File: src/rtl/linear_regression_fit_assert.svh
// ---------------------------------------------------------------------------
// linear_regression_fit assertion macros
// Shared concurrent-assertion forms, clocked on clk, disabled in reset.
// ---------------------------------------------------------------------------
`ifndef LINEAR_REGRESSION_FIT_ASSERT_SVH
`define LINEAR_REGRESSION_FIT_ASSERT_SVH

// same-cycle implication
`define LRF_ASSERT_IMP(lbl, ante, cons, msg) \
  lbl: assert property (@(posedge clk) disable iff (!rst_n) (ante) |-> (cons)) \
    else $error(msg);

// next-cycle implication
`define LRF_ASSERT_NXT(lbl, ante, cons, msg) \
  lbl: assert property (@(posedge clk) disable iff (!rst_n) (ante) |=> (cons)) \
    else $error(msg);

`endif

File: src/rtl/lrf_pkg.sv
// ---------------------------------------------------------------------------
// lrf_pkg
// Shared types and constants of the line-fit block.
// ---------------------------------------------------------------------------
package lrf_pkg;

  // set queue between accumulator and solver
  localparam int FIFO_DEPTH = 4;
  localparam int FIFO_PTR_W = $clog2(FIFO_DEPTH);
  localparam int FIFO_CNT_W = $clog2(FIFO_DEPTH + 1);

  // solver datapath width
  localparam int WIDE_W = 80;
  localparam int MUL_B_W = 32;

  typedef enum logic [1:0] {
    STAT_OK   = 2'd0,
    STAT_FEW  = 2'd1,
    STAT_FLAT = 2'd2
  } fit_status_t;

  typedef struct packed {
    logic                  empty;
    logic [FIFO_CNT_W-1:0] level;
  } fifo_stat_t;

endpackage

File: src/rtl/linear_regression_fit.sv
// ---------------------------------------------------------------------------
// linear_regression_fit
// Streaming least-squares line fit over sets of (x, y) sample pairs.
// ---------------------------------------------------------------------------
// Usage:
//   in_*  : one pair per transaction, x and y signed Q8.8, in_tlast on the
//           final pair of a set. Taken one per cycle while in_tready is high.
//   out_* : one result per set: slope and intercept in signed Q16.16,
//           saturated, with a status code in out_tuser (0 ok, 1 fewer than
//           two pairs, 2 all x equal; slope and intercept are 0 on error).
// Flow: the accumulator hands a set's sums to a four-deep queue in the
//   cycle after its last pair is taken. The solver then runs five 32-step
//   multiplies and two 80-step divides for an ok set, two multiplies for
//   all-x-equal and none for a short set, then loads the result register.
//   Solver time per set is set by the shared shift-add multiplier and the
//   restoring divider, which retire one bit per cycle.
// Throughput: one pair per cycle while the queue has room; in_tready drops
//   only when queued sets plus a set closing in the product stage reach four.
// Stall: a result waits in the output register while out_tready is low;
//   the solver holds its next result; the front runs on until the queue fills.
// Reset: rst_n (synchronous, active low) clears the sums, the queue and the
//   solver, and drops out_tvalid. Pairs beyond MAX_PAIRS in one set are not
//   summed, but their in_tlast still closes the set.
// ---------------------------------------------------------------------------
module linear_regression_fit #(
  parameter int MAX_PAIRS   = 1024,
  parameter int SAMPLE_BITS = 16
) (
  input  logic        clk,
  input  logic        rst_n,
  input  logic        in_tvalid,
  output logic        in_tready,
  input  logic [31:0] in_tdata,   // [15:0] x_sample, [31:16] y_sample
  input  logic        in_tlast,   // last_pair
  output logic        out_tvalid,
  input  logic        out_tready,
  output logic [63:0] out_tdata,  // [31:0] slope, [63:32] intercept
  output logic [1:0]  out_tuser   // [1:0] status
);

  // pair count and sum widths follow from the set size and sample width
  localparam int CNT_W  = $clog2(MAX_PAIRS + 1);
  localparam int SX_W   = SAMPLE_BITS + CNT_W;
  localparam int SQ_W   = 2 * SAMPLE_BITS + CNT_W;
  localparam int SNAP_W = CNT_W + 2 * SX_W + 2 * SQ_W;

  lrf_pkg::fifo_stat_t q_stat;
  logic                push, pop;
  logic [SNAP_W-1:0]   push_data, head_data;
  logic signed [31:0]  slope, intercept;

  // front: products and running sums, one pair per cycle while there is room
  lrf_front #(
    .MAX_PAIRS   (MAX_PAIRS),
    .SAMPLE_BITS (SAMPLE_BITS),
    .CNT_W       (CNT_W),
    .SX_W        (SX_W),
    .SQ_W        (SQ_W),
    .SNAP_W      (SNAP_W)
  ) u_front (
    .clk       (clk),
    .rst_n     (rst_n),
    .in_valid  (in_tvalid),
    .in_ready  (in_tready),
    .x_in      (in_tdata[15:0]),
    .y_in      (in_tdata[31:16]),
    .last_in   (in_tlast),
    .q_stat    (q_stat),
    .push      (push),
    .push_data (push_data)
  );

  // queue of closed sets
  lrf_fifo #(
    .DATA_W (SNAP_W)
  ) u_fifo (
    .clk       (clk),
    .rst_n     (rst_n),
    .push      (push),
    .push_data (push_data),
    .pop       (pop),
    .head_data (head_data),
    .stat      (q_stat)
  );

  // back: fit equations and result register
  lrf_solve #(
    .CNT_W  (CNT_W),
    .SX_W   (SX_W),
    .SQ_W   (SQ_W),
    .SNAP_W (SNAP_W)
  ) u_solve (
    .clk       (clk),
    .rst_n     (rst_n),
    .q_stat    (q_stat),
    .head_data (head_data),
    .pop       (pop),
    .out_valid (out_tvalid),
    .out_ready (out_tready),
    .slope     (slope),
    .intercept (intercept),
    .status    (out_tuser)
  );

  assign out_tdata = {intercept, slope};

endmodule

File: src/rtl/lrf_fifo.sv
// ---------------------------------------------------------------------------
// lrf_fifo
// Short first-word-fall-through queue of finished set sums.
// ---------------------------------------------------------------------------
`include "linear_regression_fit_assert.svh"

module lrf_fifo #(
  parameter int DATA_W = 8
) (
  input  logic                clk,
  input  logic                rst_n,
  input  logic                push,
  input  logic [DATA_W-1:0]   push_data,
  input  logic                pop,
  output logic [DATA_W-1:0]   head_data,
  output lrf_pkg::fifo_stat_t stat
);

  logic [DATA_W-1:0]               mem_r [lrf_pkg::FIFO_DEPTH];
  logic [lrf_pkg::FIFO_PTR_W-1:0]  wr_ptr_r, wr_ptr_nxt;
  logic [lrf_pkg::FIFO_PTR_W-1:0]  rd_ptr_r, rd_ptr_nxt;
  logic [lrf_pkg::FIFO_CNT_W-1:0]  level_r, level_nxt;

  always_comb begin
    wr_ptr_nxt = push ? wr_ptr_r + 1'b1 : wr_ptr_r;
    rd_ptr_nxt = pop ? rd_ptr_r + 1'b1 : rd_ptr_r;
    level_nxt  = level_r;
    if (push && !pop) begin
      level_nxt = level_r + 1'b1;
    end else if (pop && !push) begin
      level_nxt = level_r - 1'b1;
    end
  end

  always_ff @(posedge clk) begin
    if (!rst_n) begin
      wr_ptr_r <= '0;
      rd_ptr_r <= '0;
      level_r  <= '0;
    end else begin
      wr_ptr_r <= wr_ptr_nxt;
      rd_ptr_r <= rd_ptr_nxt;
      level_r  <= level_nxt;
    end
  end

  always_ff @(posedge clk) begin
    if (push) begin
      mem_r[wr_ptr_r] <= push_data;
    end
  end

  assign head_data  = mem_r[rd_ptr_r];
  assign stat.empty = (level_r == '0);
  assign stat.level = level_r;

  `LRF_ASSERT_IMP(a_fifo_no_overflow, push, level_r != lrf_pkg::FIFO_CNT_W'(lrf_pkg::FIFO_DEPTH) || pop, "set queue overflow")
  `LRF_ASSERT_IMP(a_fifo_no_underflow, pop, level_r != '0, "set queue underflow")

endmodule

File: src/rtl/lrf_front.sv
// ---------------------------------------------------------------------------
// lrf_front
// Takes sample pairs, squares and multiplies them, keeps the running sums
// and hands a set's totals to the queue on its last pair.
// ---------------------------------------------------------------------------
module lrf_front #(
  parameter int MAX_PAIRS   = 1024,
  parameter int SAMPLE_BITS = 16,
  parameter int CNT_W       = 11,
  parameter int SX_W        = 27,
  parameter int SQ_W        = 43,
  parameter int SNAP_W      = 151
) (
  input  logic                clk,
  input  logic                rst_n,
  input  logic                in_valid,
  output logic                in_ready,
  input  logic [15:0]         x_in,
  input  logic [15:0]         y_in,
  input  logic                last_in,
  input  lrf_pkg::fifo_stat_t q_stat,
  output logic                push,
  output logic [SNAP_W-1:0]   push_data
);

  localparam int PROD_W = 2 * SAMPLE_BITS;

  logic signed [SAMPLE_BITS-1:0] xs, ys;

  // product stage
  logic                     s1_valid_r;
  logic                     s1_last_r;
  logic signed [SAMPLE_BITS-1:0] s1_x_r, s1_y_r;
  logic signed [PROD_W-1:0] s1_xx_r, s1_xy_r;

  // running sums
  logic [CNT_W-1:0]       n_r, n_nxt, n_add;
  logic signed [SX_W-1:0] sx_r, sx_nxt, sx_add;
  logic signed [SX_W-1:0] sy_r, sy_nxt, sy_add;
  logic signed [SQ_W-1:0] sxy_r, sxy_nxt, sxy_add;
  logic signed [SQ_W-1:0] sx2_r, sx2_nxt, sx2_add;

  logic accept;
  logic room;

  assign xs = SAMPLE_BITS'(x_in);
  assign ys = SAMPLE_BITS'(y_in);

  // keep a slot for the set in the product stage and one for the new pair
  assign room = ({1'b0, q_stat.level} + (lrf_pkg::FIFO_CNT_W + 1)'(s1_valid_r & s1_last_r))
                < (lrf_pkg::FIFO_CNT_W + 1)'(lrf_pkg::FIFO_DEPTH);
  assign in_ready = room;
  assign accept   = in_valid && room;

  always_ff @(posedge clk) begin
    if (!rst_n) begin
      s1_valid_r <= 1'b0;
    end else begin
      s1_valid_r <= accept;
    end
  end

  always_ff @(posedge clk) begin
    if (accept) begin
      s1_last_r <= last_in;
      s1_x_r    <= xs;
      s1_y_r    <= ys;
      s1_xx_r   <= xs * xs;
      s1_xy_r   <= xs * ys;
    end
  end

  always_comb begin
    n_add   = n_r;
    sx_add  = sx_r;
    sy_add  = sy_r;
    sxy_add = sxy_r;
    sx2_add = sx2_r;
    if (n_r < CNT_W'(MAX_PAIRS)) begin
      n_add   = n_r + 1'b1;
      sx_add  = sx_r + SX_W'(s1_x_r);
      sy_add  = sy_r + SX_W'(s1_y_r);
      sxy_add = sxy_r + SQ_W'(s1_xy_r);
      sx2_add = sx2_r + SQ_W'(s1_xx_r);
    end

    n_nxt   = n_r;
    sx_nxt  = sx_r;
    sy_nxt  = sy_r;
    sxy_nxt = sxy_r;
    sx2_nxt = sx2_r;
    if (s1_valid_r) begin
      if (s1_last_r) begin
        n_nxt   = '0;
        sx_nxt  = '0;
        sy_nxt  = '0;
        sxy_nxt = '0;
        sx2_nxt = '0;
      end else begin
        n_nxt   = n_add;
        sx_nxt  = sx_add;
        sy_nxt  = sy_add;
        sxy_nxt = sxy_add;
        sx2_nxt = sx2_add;
      end
    end
  end

  assign push      = s1_valid_r && s1_last_r;
  assign push_data = {sx2_add, sxy_add, sy_add, sx_add, n_add};

  always_ff @(posedge clk) begin
    if (!rst_n) begin
      n_r   <= '0;
      sx_r  <= '0;
      sy_r  <= '0;
      sxy_r <= '0;
      sx2_r <= '0;
    end else begin
      n_r   <= n_nxt;
      sx_r  <= sx_nxt;
      sy_r  <= sy_nxt;
      sxy_r <= sxy_nxt;
      sx2_r <= sx2_nxt;
    end
  end

endmodule

File: src/rtl/lrf_solve.sv
// ---------------------------------------------------------------------------
// lrf_solve
// Sequential solver: shift-add multiplier and restoring divider shared over
// the fit equations, with the result register.
// ---------------------------------------------------------------------------
`include "linear_regression_fit_assert.svh"

module lrf_solve #(
  parameter int CNT_W  = 11,
  parameter int SX_W   = 27,
  parameter int SQ_W   = 43,
  parameter int SNAP_W = 151
) (
  input  logic                clk,
  input  logic                rst_n,
  input  lrf_pkg::fifo_stat_t q_stat,
  input  logic [SNAP_W-1:0]   head_data,
  output logic                pop,
  output logic                out_valid,
  input  logic                out_ready,
  output logic signed [31:0]  slope,
  output logic signed [31:0]  intercept,
  output logic [1:0]          status
);

  localparam int W = lrf_pkg::WIDE_W;
  localparam int BW = lrf_pkg::MUL_B_W;
  localparam int STEP_W = $clog2(W);
  localparam int MUL_STEPS = BW;
  localparam int DIV_STEPS = W;

  typedef enum logic [8:0] {
    ST_IDLE   = 9'b000000001,
    ST_M_NSX2 = 9'b000000010,
    ST_M_SXSX = 9'b000000100,
    ST_M_NSXY = 9'b000001000,
    ST_M_SXSY = 9'b000010000,
    ST_D_SLP  = 9'b000100000,
    ST_M_SLSX = 9'b001000000,
    ST_D_ICP  = 9'b010000000,
    ST_OUT    = 9'b100000000
  } solve_state_t;

  function automatic logic signed [31:0] sat_q(input logic [W-1:0] q, input logic neg);
    logic [W-1:0] lim;
    logic [W-1:0] qs;
    lim = neg ? W'(33'h0_8000_0000) : W'(33'h0_7FFF_FFFF);
    qs  = (q > lim) ? lim : q;
    return neg ? 32'(-qs) : qs[31:0];
  endfunction

  solve_state_t state_r, state_nxt;

  // set sums
  logic [CNT_W-1:0]       n_r, n_nxt, h_n;
  logic signed [SX_W-1:0] sx_r, sx_nxt, h_sx;
  logic signed [SX_W-1:0] sy_r, sy_nxt, h_sy;
  logic signed [SQ_W-1:0] sxy_r, sxy_nxt, h_sxy;
  logic signed [SQ_W-1:0] h_sx2;

  // engines
  logic signed [W-1:0]  acc_r, acc_nxt, acc_step, addend;
  logic signed [W-1:0]  ash_r, ash_nxt;
  logic [BW-1:0]        b_r, b_nxt;
  logic [STEP_W-1:0]    step_r, step_nxt;
  logic [W-1:0]         dv_r, dv_nxt, dv_step;
  logic [W-1:0]         rem_r, rem_nxt, rem_sh;
  logic [W-1:0]         dsor_r, dsor_nxt;
  logic                 neg_r, neg_nxt;
  logic                 mul_last, div_last, ge;

  // intermediates and results
  logic signed [W-1:0]  t_r, t_nxt;
  logic signed [W-1:0]  diff;
  logic [W-1:0]         mag;
  logic signed [31:0]   slope_r, slope_nxt, sat_val;
  logic signed [31:0]   icpt_r, icpt_nxt;
  lrf_pkg::fit_status_t stat_r, stat_nxt;

  // result register
  logic                 out_valid_r, out_valid_nxt;
  logic signed [31:0]   out_slope_r, out_icpt_r;
  logic [1:0]           out_stat_r;
  logic                 load;

  assign {h_sx2, h_sxy, h_sy, h_sx, h_n} = head_data;

  always_comb begin
    mul_last = (step_r == STEP_W'(MUL_STEPS - 1));
    div_last = (step_r == STEP_W'(DIV_STEPS - 1));
    addend   = b_r[0] ? (mul_last ? -ash_r : ash_r) : '0;
    acc_step = acc_r + addend;
    rem_sh   = {rem_r[W-2:0], dv_r[W-1]};
    ge       = (rem_sh >= dsor_r);
    dv_step  = {dv_r[W-2:0], ge};
    sat_val  = sat_q(dv_step, neg_r);
    diff     = '0;
    mag      = '0;

    state_nxt = state_r;
    n_nxt     = n_r;
    sx_nxt    = sx_r;
    sy_nxt    = sy_r;
    sxy_nxt   = sxy_r;
    acc_nxt   = acc_step;
    ash_nxt   = ash_r <<< 1;
    b_nxt     = b_r >> 1;
    step_nxt  = step_r + 1'b1;
    dv_nxt    = dv_step;
    rem_nxt   = ge ? rem_sh - dsor_r : rem_sh;
    dsor_nxt  = dsor_r;
    neg_nxt   = neg_r;
    t_nxt     = t_r;
    slope_nxt = slope_r;
    icpt_nxt  = icpt_r;
    stat_nxt  = stat_r;
    pop       = 1'b0;
    load      = 1'b0;

    unique case (state_r)
      ST_IDLE: begin
        step_nxt = '0;
        if (!q_stat.empty) begin
          pop     = 1'b1;
          n_nxt   = h_n;
          sx_nxt  = h_sx;
          sy_nxt  = h_sy;
          sxy_nxt = h_sxy;
          if (h_n < CNT_W'(2)) begin
            stat_nxt  = lrf_pkg::STAT_FEW;
            slope_nxt = '0;
            icpt_nxt  = '0;
            state_nxt = ST_OUT;
          end else begin
            acc_nxt   = '0;
            ash_nxt   = W'(h_sx2);
            b_nxt     = BW'(h_n);
            state_nxt = ST_M_NSX2;
          end
        end
      end
      ST_M_NSX2: begin
        if (mul_last) begin
          t_nxt     = acc_step;
          acc_nxt   = '0;
          ash_nxt   = W'(sx_r);
          b_nxt     = BW'(sx_r);
          step_nxt  = '0;
          state_nxt = ST_M_SXSX;
        end
      end
      ST_M_SXSX: begin
        if (mul_last) begin
          diff     = t_r - acc_step;
          step_nxt = '0;
          if (diff[W-1] || diff == '0) begin
            stat_nxt  = lrf_pkg::STAT_FLAT;
            slope_nxt = '0;
            icpt_nxt  = '0;
            state_nxt = ST_OUT;
          end else begin
            dsor_nxt  = diff;
            acc_nxt   = '0;
            ash_nxt   = W'(sxy_r);
            b_nxt     = BW'(n_r);
            state_nxt = ST_M_NSXY;
          end
        end
      end
      ST_M_NSXY: begin
        if (mul_last) begin
          t_nxt     = acc_step;
          acc_nxt   = '0;
          ash_nxt   = W'(sx_r);
          b_nxt     = BW'(sy_r);
          step_nxt  = '0;
          state_nxt = ST_M_SXSY;
        end
      end
      ST_M_SXSY: begin
        if (mul_last) begin
          diff      = t_r - acc_step;
          mag       = diff[W-1] ? W'(-diff) : W'(diff);
          neg_nxt   = diff[W-1];
          dv_nxt    = mag << 16;
          rem_nxt   = '0;
          step_nxt  = '0;
          state_nxt = ST_D_SLP;
        end
      end
      ST_D_SLP: begin
        if (div_last) begin
          slope_nxt = sat_val;
          acc_nxt   = '0;
          ash_nxt   = W'(sx_r);
          b_nxt     = BW'(sat_val);
          step_nxt  = '0;
          state_nxt = ST_M_SLSX;
        end
      end
      ST_M_SLSX: begin
        if (mul_last) begin
          // intercept numerator in units of 2^-24
          diff      = (W'(sy_r) <<< 16) - acc_step;
          mag       = diff[W-1] ? W'(-diff) : W'(diff);
          neg_nxt   = diff[W-1];
          dv_nxt    = mag;
          rem_nxt   = '0;
          dsor_nxt  = W'(n_r) << 8;
          step_nxt  = '0;
          state_nxt = ST_D_ICP;
        end
      end
      ST_D_ICP: begin
        if (div_last) begin
          icpt_nxt  = sat_val;
          stat_nxt  = lrf_pkg::STAT_OK;
          step_nxt  = '0;
          state_nxt = ST_OUT;
        end
      end
      ST_OUT: begin
        step_nxt = '0;
        if (!out_valid_r || out_ready) begin
          load      = 1'b1;
          state_nxt = ST_IDLE;
        end
      end
      default: begin
        state_nxt = ST_IDLE;
      end
    endcase

    out_valid_nxt = load ? 1'b1 : (out_ready ? 1'b0 : out_valid_r);
  end

  always_ff @(posedge clk) begin
    if (!rst_n) begin
      state_r     <= ST_IDLE;
      out_valid_r <= 1'b0;
      step_r      <= '0;
    end else begin
      state_r     <= state_nxt;
      out_valid_r <= out_valid_nxt;
      step_r      <= step_nxt;
    end
  end

  always_ff @(posedge clk) begin
    n_r     <= n_nxt;
    sx_r    <= sx_nxt;
    sy_r    <= sy_nxt;
    sxy_r   <= sxy_nxt;
    acc_r   <= acc_nxt;
    ash_r   <= ash_nxt;
    b_r     <= b_nxt;
    dv_r    <= dv_nxt;
    rem_r   <= rem_nxt;
    dsor_r  <= dsor_nxt;
    neg_r   <= neg_nxt;
    t_r     <= t_nxt;
    slope_r <= slope_nxt;
    icpt_r  <= icpt_nxt;
    stat_r  <= stat_nxt;
    if (load) begin
      out_slope_r <= slope_r;
      out_icpt_r  <= icpt_r;
      out_stat_r  <= stat_r;
    end
  end

  assign out_valid = out_valid_r;
  assign slope     = out_slope_r;
  assign intercept = out_icpt_r;
  assign status    = out_stat_r;

  `LRF_ASSERT_IMP(a_pop_only_idle, pop, state_r == ST_IDLE, "set taken while solver busy")
  `LRF_ASSERT_IMP(a_div_nonzero, state_r == ST_D_SLP || state_r == ST_D_ICP, dsor_r != '0, "divide by zero")
  `LRF_ASSERT_NXT(a_load_valid, load, out_valid_r, "result load lost")

endmodule

File: config.mk
export PLATFORM = sky130hd
export DESIGN_NAME = linear_regression_fit
export DESIGN_NICKNAME = d
export VERILOG_FILES = /design/src/rtl/lrf_pkg.sv /design/src/rtl/linear_regression_fit.sv /design/src/rtl/lrf_fifo.sv /design/src/rtl/lrf_front.sv /design/src/rtl/lrf_solve.sv
export VERILOG_INCLUDE_DIRS = /design/src /design/src/rtl
export SDC_FILE = /design/constraint.sdc
export NUM_CORES = 2
export LEC_CHECK = 0
export ABC_AREA = 0
export BUFFER_PORTS_ARGS = -buffer_cell sky130_fd_sc_hd__buf_2
export CORE_UTILIZATION = 50
export CTS_CLUSTER_DIAMETER = 150
export DETAILED_ROUTE_END_ITERATION = 16
export GPL_TIMING_DRIVEN = 0
export PLACE_DENSITY = 0.66
export SLEW_MARGIN = 20
export SYNTH_ARGS = -nofsm -noshare
export SYNTH_HDL_FRONTEND = slang
export SYNTH_SLANG_ARGS = --single-unit
File: constraint.sdc
create_clock -name clk -period 16 [get_ports clk]
set_input_delay 4.8 -clock clk [delete_from_list [all_inputs] [get_ports clk]]
set_output_delay 4.8 -clock clk [all_outputs]
set_load 0.02 [all_outputs]
### Word level (Yosys, flattened, before mapping)

Memories as Yosys holds them, arrays and structs flattened. A register that Yosys moved wholly into a read port is not among the register bits.
Index checks and enable logic that the tools add are counted.

* bits in latches: 0
* input port bits: 37
* memory bits (writable): 604
* memory bits (read-only): 0
* flip-flop bits (word level): 1025
* memories kept: 1
* output and inout bits: 68
* logic and storage cells: 208

* equal/unequal tests: 23
* divide/modulo/power cells: 0
* bitwise gates (word level): 2
* $lt $le $gt $ge: 5
* add/sub/neg operators: 19
* multiply operators: 2
* reduce and logical (&&, ||, !) cells: 29
* shift operators: 0
* mux-type cells: 92

Memories
* u_fifo.mem_r: depth 4, bits a word 151, read ports 1, clocked after memory_dff 1, write ports 1, line lrf_fifo.sv:19 `logic [DATA_W-1:0] mem_r [lrf_pkg::FIFO_DEPTH];`

Operators by type and width (number)
* 80-bit 2-to-1 mux: 20
* 80-bit one-hot mux with 4 select lines: 2
* 32-bit 2-to-1 mux: 13
* 80-bit one-hot mux with 2 select lines: 2
* 79-bit 2-to-1 mux: 3
* 32-bit one-hot mux with 3 select lines: 2
* 43-bit 2-to-1 mux: 4
* 80-bit negator: 2
* 32-bit one-hot mux with 5 select lines: 1
* 27-bit 2-to-1 mux: 4
* 9-bit 2-to-1 mux: 11
* 43-bit by 32-bit adder with 43-bit output: 2
* 9-bit one-hot mux with 9 select lines: 1
* 80-bit adder: 1
* 80-bit >= comparator: 1
* 80-bit by 32-bit > comparator with 1-bit output: 1
* 80-bit logical NOT: 1
* 43-bit by 80-bit subtractor with 80-bit output: 1
* 80-bit subtractor: 1
* 79-bit subtractor: 1
* 16-bit by 16-bit multiplier with 32-bit output: 2
* 64-bit 2-to-1 mux: 1
* 64-bit negator: 1
* 31-bit 2-to-1 mux: 2
* 47 further kinds: 92

### Depth between registers and ports, before layout

* depth in word-level cells: 10
* mapped depth: 49
* gate-level depth less buffers: 44

### Cells and area by module

A second synthesis with hierarchy kept.

* cells, all modules: 11471
* area total of the unflattened synthesis: 113786.6 sq um

Modules (own cells, without submodules)
* lrf_solve: times used 1, area each 56168.9 sq um, cells an instance 6580
* lrf_front: times used 1, area each 35410.2 sq um, cells an instance 4060
* lrf_fifo: times used 1, area each 22207.5 sq um, cells an instance 831

### Worst setup path after synthesis

OpenSTA, ideal clock, no wires.

* kind: reg-to-reg
* start: reg u_solve.ash_r[8]
* end: reg u_solve.dsor_r[0], enable pin
* cell stages (with the launch flop): 46
* required time: 15.455 ns
* path slack: 2.447 ns
* setup time: 0.545 ns
* arrival time: 13.009 ns
* path through: dfxtp_1 > or4_1 > nor4_1 > nor4b_1 > nand3b_1 > or3_1 > o31ai_1 > xnor2_1 > and2_1 > ha_1 > nand2_1 > or3_1 > nor3_1 > o2bb2ai_1 > a21oi_2 > nand2_1 > a31oi_1 > nor3_1 > [... 10 more ...] > a21o_1 > a21o_1 > a21oi_1 > o21ai_0 > a21o_1 > a31oi_1 > o211ai_1 > a32oi_1 > o211a_1 > o21ai_2 > a41o_1 > o311ai_0 > or4_1 > or4_1 > buf_4 > buf_1 > nand3_1 > a21oi_1

* word-level cells in the longest chain between the ends: 9

Ends and longest elaborated chain
* start: declaration: line lrf_solve.sv:63 `logic signed [W-1:0] ash_r, ash_nxt;`
* start signal: assignment: line lrf_solve.sv:255 `ash_r <= ash_nxt;`
* 80-bit negator: line lrf_solve.sv:91 `addend = b_r[0] ? (mul_last ? -ash_r : ash_r) : '0;`
* 80-bit 2-to-1 mux * (2 in series): line lrf_solve.sv:91
* 80-bit adder *: line lrf_solve.sv:92 `acc_step = acc_r + addend;`
* 80-bit subtractor *: line lrf_solve.sv:154 `diff = t_r - acc_step;`
* 80-bit logical NOT: line lrf_solve.sv:156 `if (diff[W-1] || diff == '0) begin`
* 1-bit logical OR *: line lrf_solve.sv:156
* 2-bit inequality test (no source line) *
* 4-bit AND reduction (no source line) *
* end signal: assignment: line lrf_solve.sv:259 `dsor_r <= dsor_nxt;`
* end: declaration: line lrf_solve.sv:68 `logic [W-1:0] dsor_r, dsor_nxt;`

Mark *: on every way between the ends. The rest lies on a longest branch, timed or not.
A chain may end at the register's enable or synchronous reset.

### Worst setup path in the final report

* start: reg u_solve.step_r[0]
* end: reg u_solve.dsor_r[64], enable pin

* word-level cells in the longest chain between the ends: 9

Ends and longest elaborated chain
* start: declaration: line lrf_solve.sv:65 `logic [STEP_W-1:0] step_r, step_nxt;`
* start signal: assignment: line lrf_solve.sv:245 `step_r <= step_nxt;`
* 7-bit by 5-bit == test with 1-bit output *: line lrf_solve.sv:89 `mul_last = (step_r == STEP_W'(MUL_STEPS - 1));`
* 80-bit 2-to-1 mux (2 in series): line lrf_solve.sv:91
* 80-bit adder: line lrf_solve.sv:92
* 80-bit subtractor: line lrf_solve.sv:154
* 80-bit logical NOT: line lrf_solve.sv:156
* 1-bit logical OR: line lrf_solve.sv:156
* 2-bit inequality test (no source line)
* 4-bit AND reduction (no source line) *

Marks and branches as above.

==> metrics.yaml <==
cts.sinks: 1629
power_frac_seq_pct: 22.9
coreArea_um2: 218000
pwr-share-comb_pct: 61.9
ys_top_cells_by_count: "1,100 x edfxtp_1, 1,021 x nor2_1, 915 x inv_1"
yosys_warnings: 0
cp.required_ns: 16.60
crit_path_end_kind: "register"
postRouteAntennaNets: 0
synthTopCellsByArea: "edfxtp_1 30%, dfxtp_1 9.6%, fa_1 9.3%, ha_1 7.0%, xnor2_1 3.6%"
dpl-instance-area_um2: 115000
syn_to_final_growth_pct: 10.5
max_freq_mhz: 64.7
syn-num-nets: 12100
grtUsageTotal_pct: 32.5
cts-root-buf: "clkbuf_16"
switching_share_pct: 47.6
clock_path_buffers: 3
crit_path_max_fanout: 24
io_buffers: 104
drt-initial-drc-count: 7876
ys_types: 119
htreeDepth: 4
placed_cells: 14000
numCtsBuffers: 179
grt_pass1_vias: 85900
worst_slew_pin_slew_ns: 1.23
start_util_pct: 50.5
path_clk_slew_ns: 0.06
dieArea_um2: 222000
pre_cts_slack_ns: -0.277
synth_seq_area_share_pct: 39.7
internal-power_uw: 15200
avgSynthCellArea_um2: 10.0
synth_top_cell_by_area: "edfxtp_1"
status: "finished clean"
max_slew_margin_pct: 17.3
finalInstanceArea_um2: 121000
setup_ws_ns: 0.534
syn_inst: 11000
clk_latency_ns: 0.88
hp-class: "reg2reg"
dp_hpwl_mm: 294
cp_common_cell: "or4_1"
grt_pass1_wl_mm: 542
crit_arrival_ns: 16.07
ios: 105
vias: 87200
critPathMaxStageDelay_ns: 0.65
switchingPower_uw: 13800
rows: 171
drive_above_1_share_pct: 7.11
ir_worst_vdd_mv: 0.626
drt_first_pass_iters: 6
clock_skew_ns: 0.0990
cts_setup_buffers: 0
whs_ns: 0.411
nets: 12500
drc: 0
synth-edff-count: 1100
p_clk_share_pct: 15.2
grt_antenna_before_repair: 24
period_minus_slack_ns: 15.47
cts_tree: "done"
drt_wl_total_mm: 367
die_h_um: 471
wire_per_inst_um: 25.6
synth-seq-cells: 1629
avgViaCountPerCell: 6.09
instances_no_fill: 14300
crit_path_start_kind: "register"
p_leak_uw: 0.0482
critPathSlowestCell: "buf_2"
power_density_nw_per_um2: 239
path_class: "reg2reg"
drv_slew: 0
grt_setup_unrepaired: "no"
yosys.area.top_type_share_pct: 30.1
routabilityCongestion: 0.994
synth_flop_cell: "edfxtp_1"
setup_viol: 0
grt_start_max_net_pins: 55
period_share_pct: 96.7
synth_most_common_cell: "edfxtp_1"
die_w_um: 471
synth_area_um2: 110000
grt-ovfl-total: 0
final.setup.tns_ns: 0
max_cap_violations: 0
hold_viol: 0
fill_cells: 19000
synthArstFlopShare_pct: 0
[logic make-up after synthesis]
family,synth area share [%]
buffers and inverters,5.00
AOI/OAI and AO/OA,15.9
xor gates and xnor gates,5.59
adders and majority gates,16.3
DFF,39.7
and+or+nand+nor,14.0
muxes,3.51
[layer usage]
layer  vias up  GRT usage (%)  part of all wire [%]
met3       932           4.64                   6.3
met1     42800           39.7                    39
met4        22           20.7                   7.1
li1      39900              -                     -
met5         -              0                 0.039
met2      3504           53.9                    47
[stage by stage]
step	util (%)	power, uW
2_1_floorplan	-	18700
3_3_place_gp	52.3	24000
3_5_place_dp	52.8	24300
4_1_cts	55.7	28800
5_1_grt	55.7	30800
6_report	55.8	29000
[layout make-up]
| class | instances | area, um^2 | share of cell area [%] |
|---|---|---|---|
| Sequential cell | 1629 | 43600 | 35.9 |
| Clock inverter | 107 | 1480 | 1.22 |
| Buffer | 514 | 2030 | 1.68 |
| Tap cell | 2854 | 3570 | 2.94 |
| Inverter | 928 | 3480 | 2.87 |
| Multi-Input combinational cell | 7892 | 61000 | 50.2 |
| Antenna cell | 12 | 30.0 | 0.0247 |
| Clock buffer | 230 | 4860 | 4.01 |
| Timing Repair Buffer | 149 | 1390 | 1.14 |
[cell usage in the layout, fill, tap and decap left out, drive strengths merged, types with 59 or more instances in the layout]
| cell type | n |
|---|---|
| clkbuf | 669 |
| mux4 | 151 |
| o31ai | 68 |
| ha | 613 |
| clkinv | 76 |
| and3 | 92 |
| a21oi | 697 |
| nand2 | 786 |
| edfxtp | 1100 |
| a21o | 239 |
| a211oi | 59 |
| nand2b | 77 |
| o21a | 74 |
| nor2b | 63 |
| nor3 | 195 |
| fa | 509 |
| a22oi | 199 |
| nand4 | 105 |
| nor4 | 61 |
| and2 | 331 |
| buf | 224 |
| a31oi | 74 |
| nor2 | 1042 |
| xnor2 | 450 |
| inv | 924 |
| o21ai | 611 |
| nand3 | 173 |
| dfxtp | 529 |
| or3 | 98 |
| o21bai | 106 |
| xor2 | 242 |
| a221oi | 68 |
[power groups by stage]
stage | Combinational [uW] | Clock, uW | Sequential, uW
6_report | 17900 | 4390 | 6650
5_1_grt | 19500 | 4600 | 6670
4_1_cts | 17700 | 4440 | 6620
3_5_place_dp | 17600 | 0 | 6700
3_3_place_gp | 17200 | 0 | 6780
2_1_floorplan | 12300 | 0 | 6390
[flip-flops by register name, summed over array words and instances (netlist names), 16 cells and up, named ones only]
| register | count |
|---|---|
| u_front.sy_r | 27 |
| u_front.s1_y_r | 16 |
| u_fifo.mem_r | 604 |
| u_solve.dv_r | 80 |
| u_solve.slope_r | 32 |
| u_front.sx_r | 27 |
| u_front.s1_xx_r | 31 |
| u_solve.b_r | 32 |
| u_solve.t_r | 80 |
| u_solve.icpt_r | 32 |
| u_front.sxy_r | 43 |
| u_front.s1_xy_r | 32 |
| u_solve.slope | 32 |
| u_solve.sy_r | 27 |
| u_solve.sx_r | 27 |
| u_solve.intercept | 32 |
| u_solve.sxy_r | 43 |
| u_solve.dsor_r | 80 |
| u_solve.ash_r | 80 |
| u_front.sx2_r | 43 |
| u_solve.acc_r | 80 |
| u_solve.rem_r | 79 |
[worst max-delay path, delay by kind of cell (launching register included)]
family,cells,cell delay [ns]
AO/OA/AOI/OAI,11,3.31
adder cells (fa/ha/maj),3,0.86
buffers and inverters,9,3.10
flip-flops,1,0.35
XOR/XNOR,2,1.06
AND/OR/NAND/NOR,18,6.46
[timing repair]
action / CTS / global route
resized for setup: 3 / 2
gates cloned: 0 / 0
hold buffers: 0 / 0
hold endpoints to repair: 0 / 0
pin swaps: 0 / 0
endpoints found under the setup margin: 126 / 116
[worst paths after layout]
kind | start | cells after the start | to | slack (ns)
max reg2reg | u_solve.step_r[0] | 43 | u_solve.dsor_r[64] | 0.53
min | u_solve.icpt_r[19] | 0 | u_solve.intercept[19] | 0.41
max | u_solve.step_r[0] | 43 | u_solve.dsor_r[64] | 0.53
min reg2reg | u_solve.icpt_r[19] | 0 | u_solve.intercept[19] | 0.41
No activity file was read; power rests on OpenSTA's default activity.
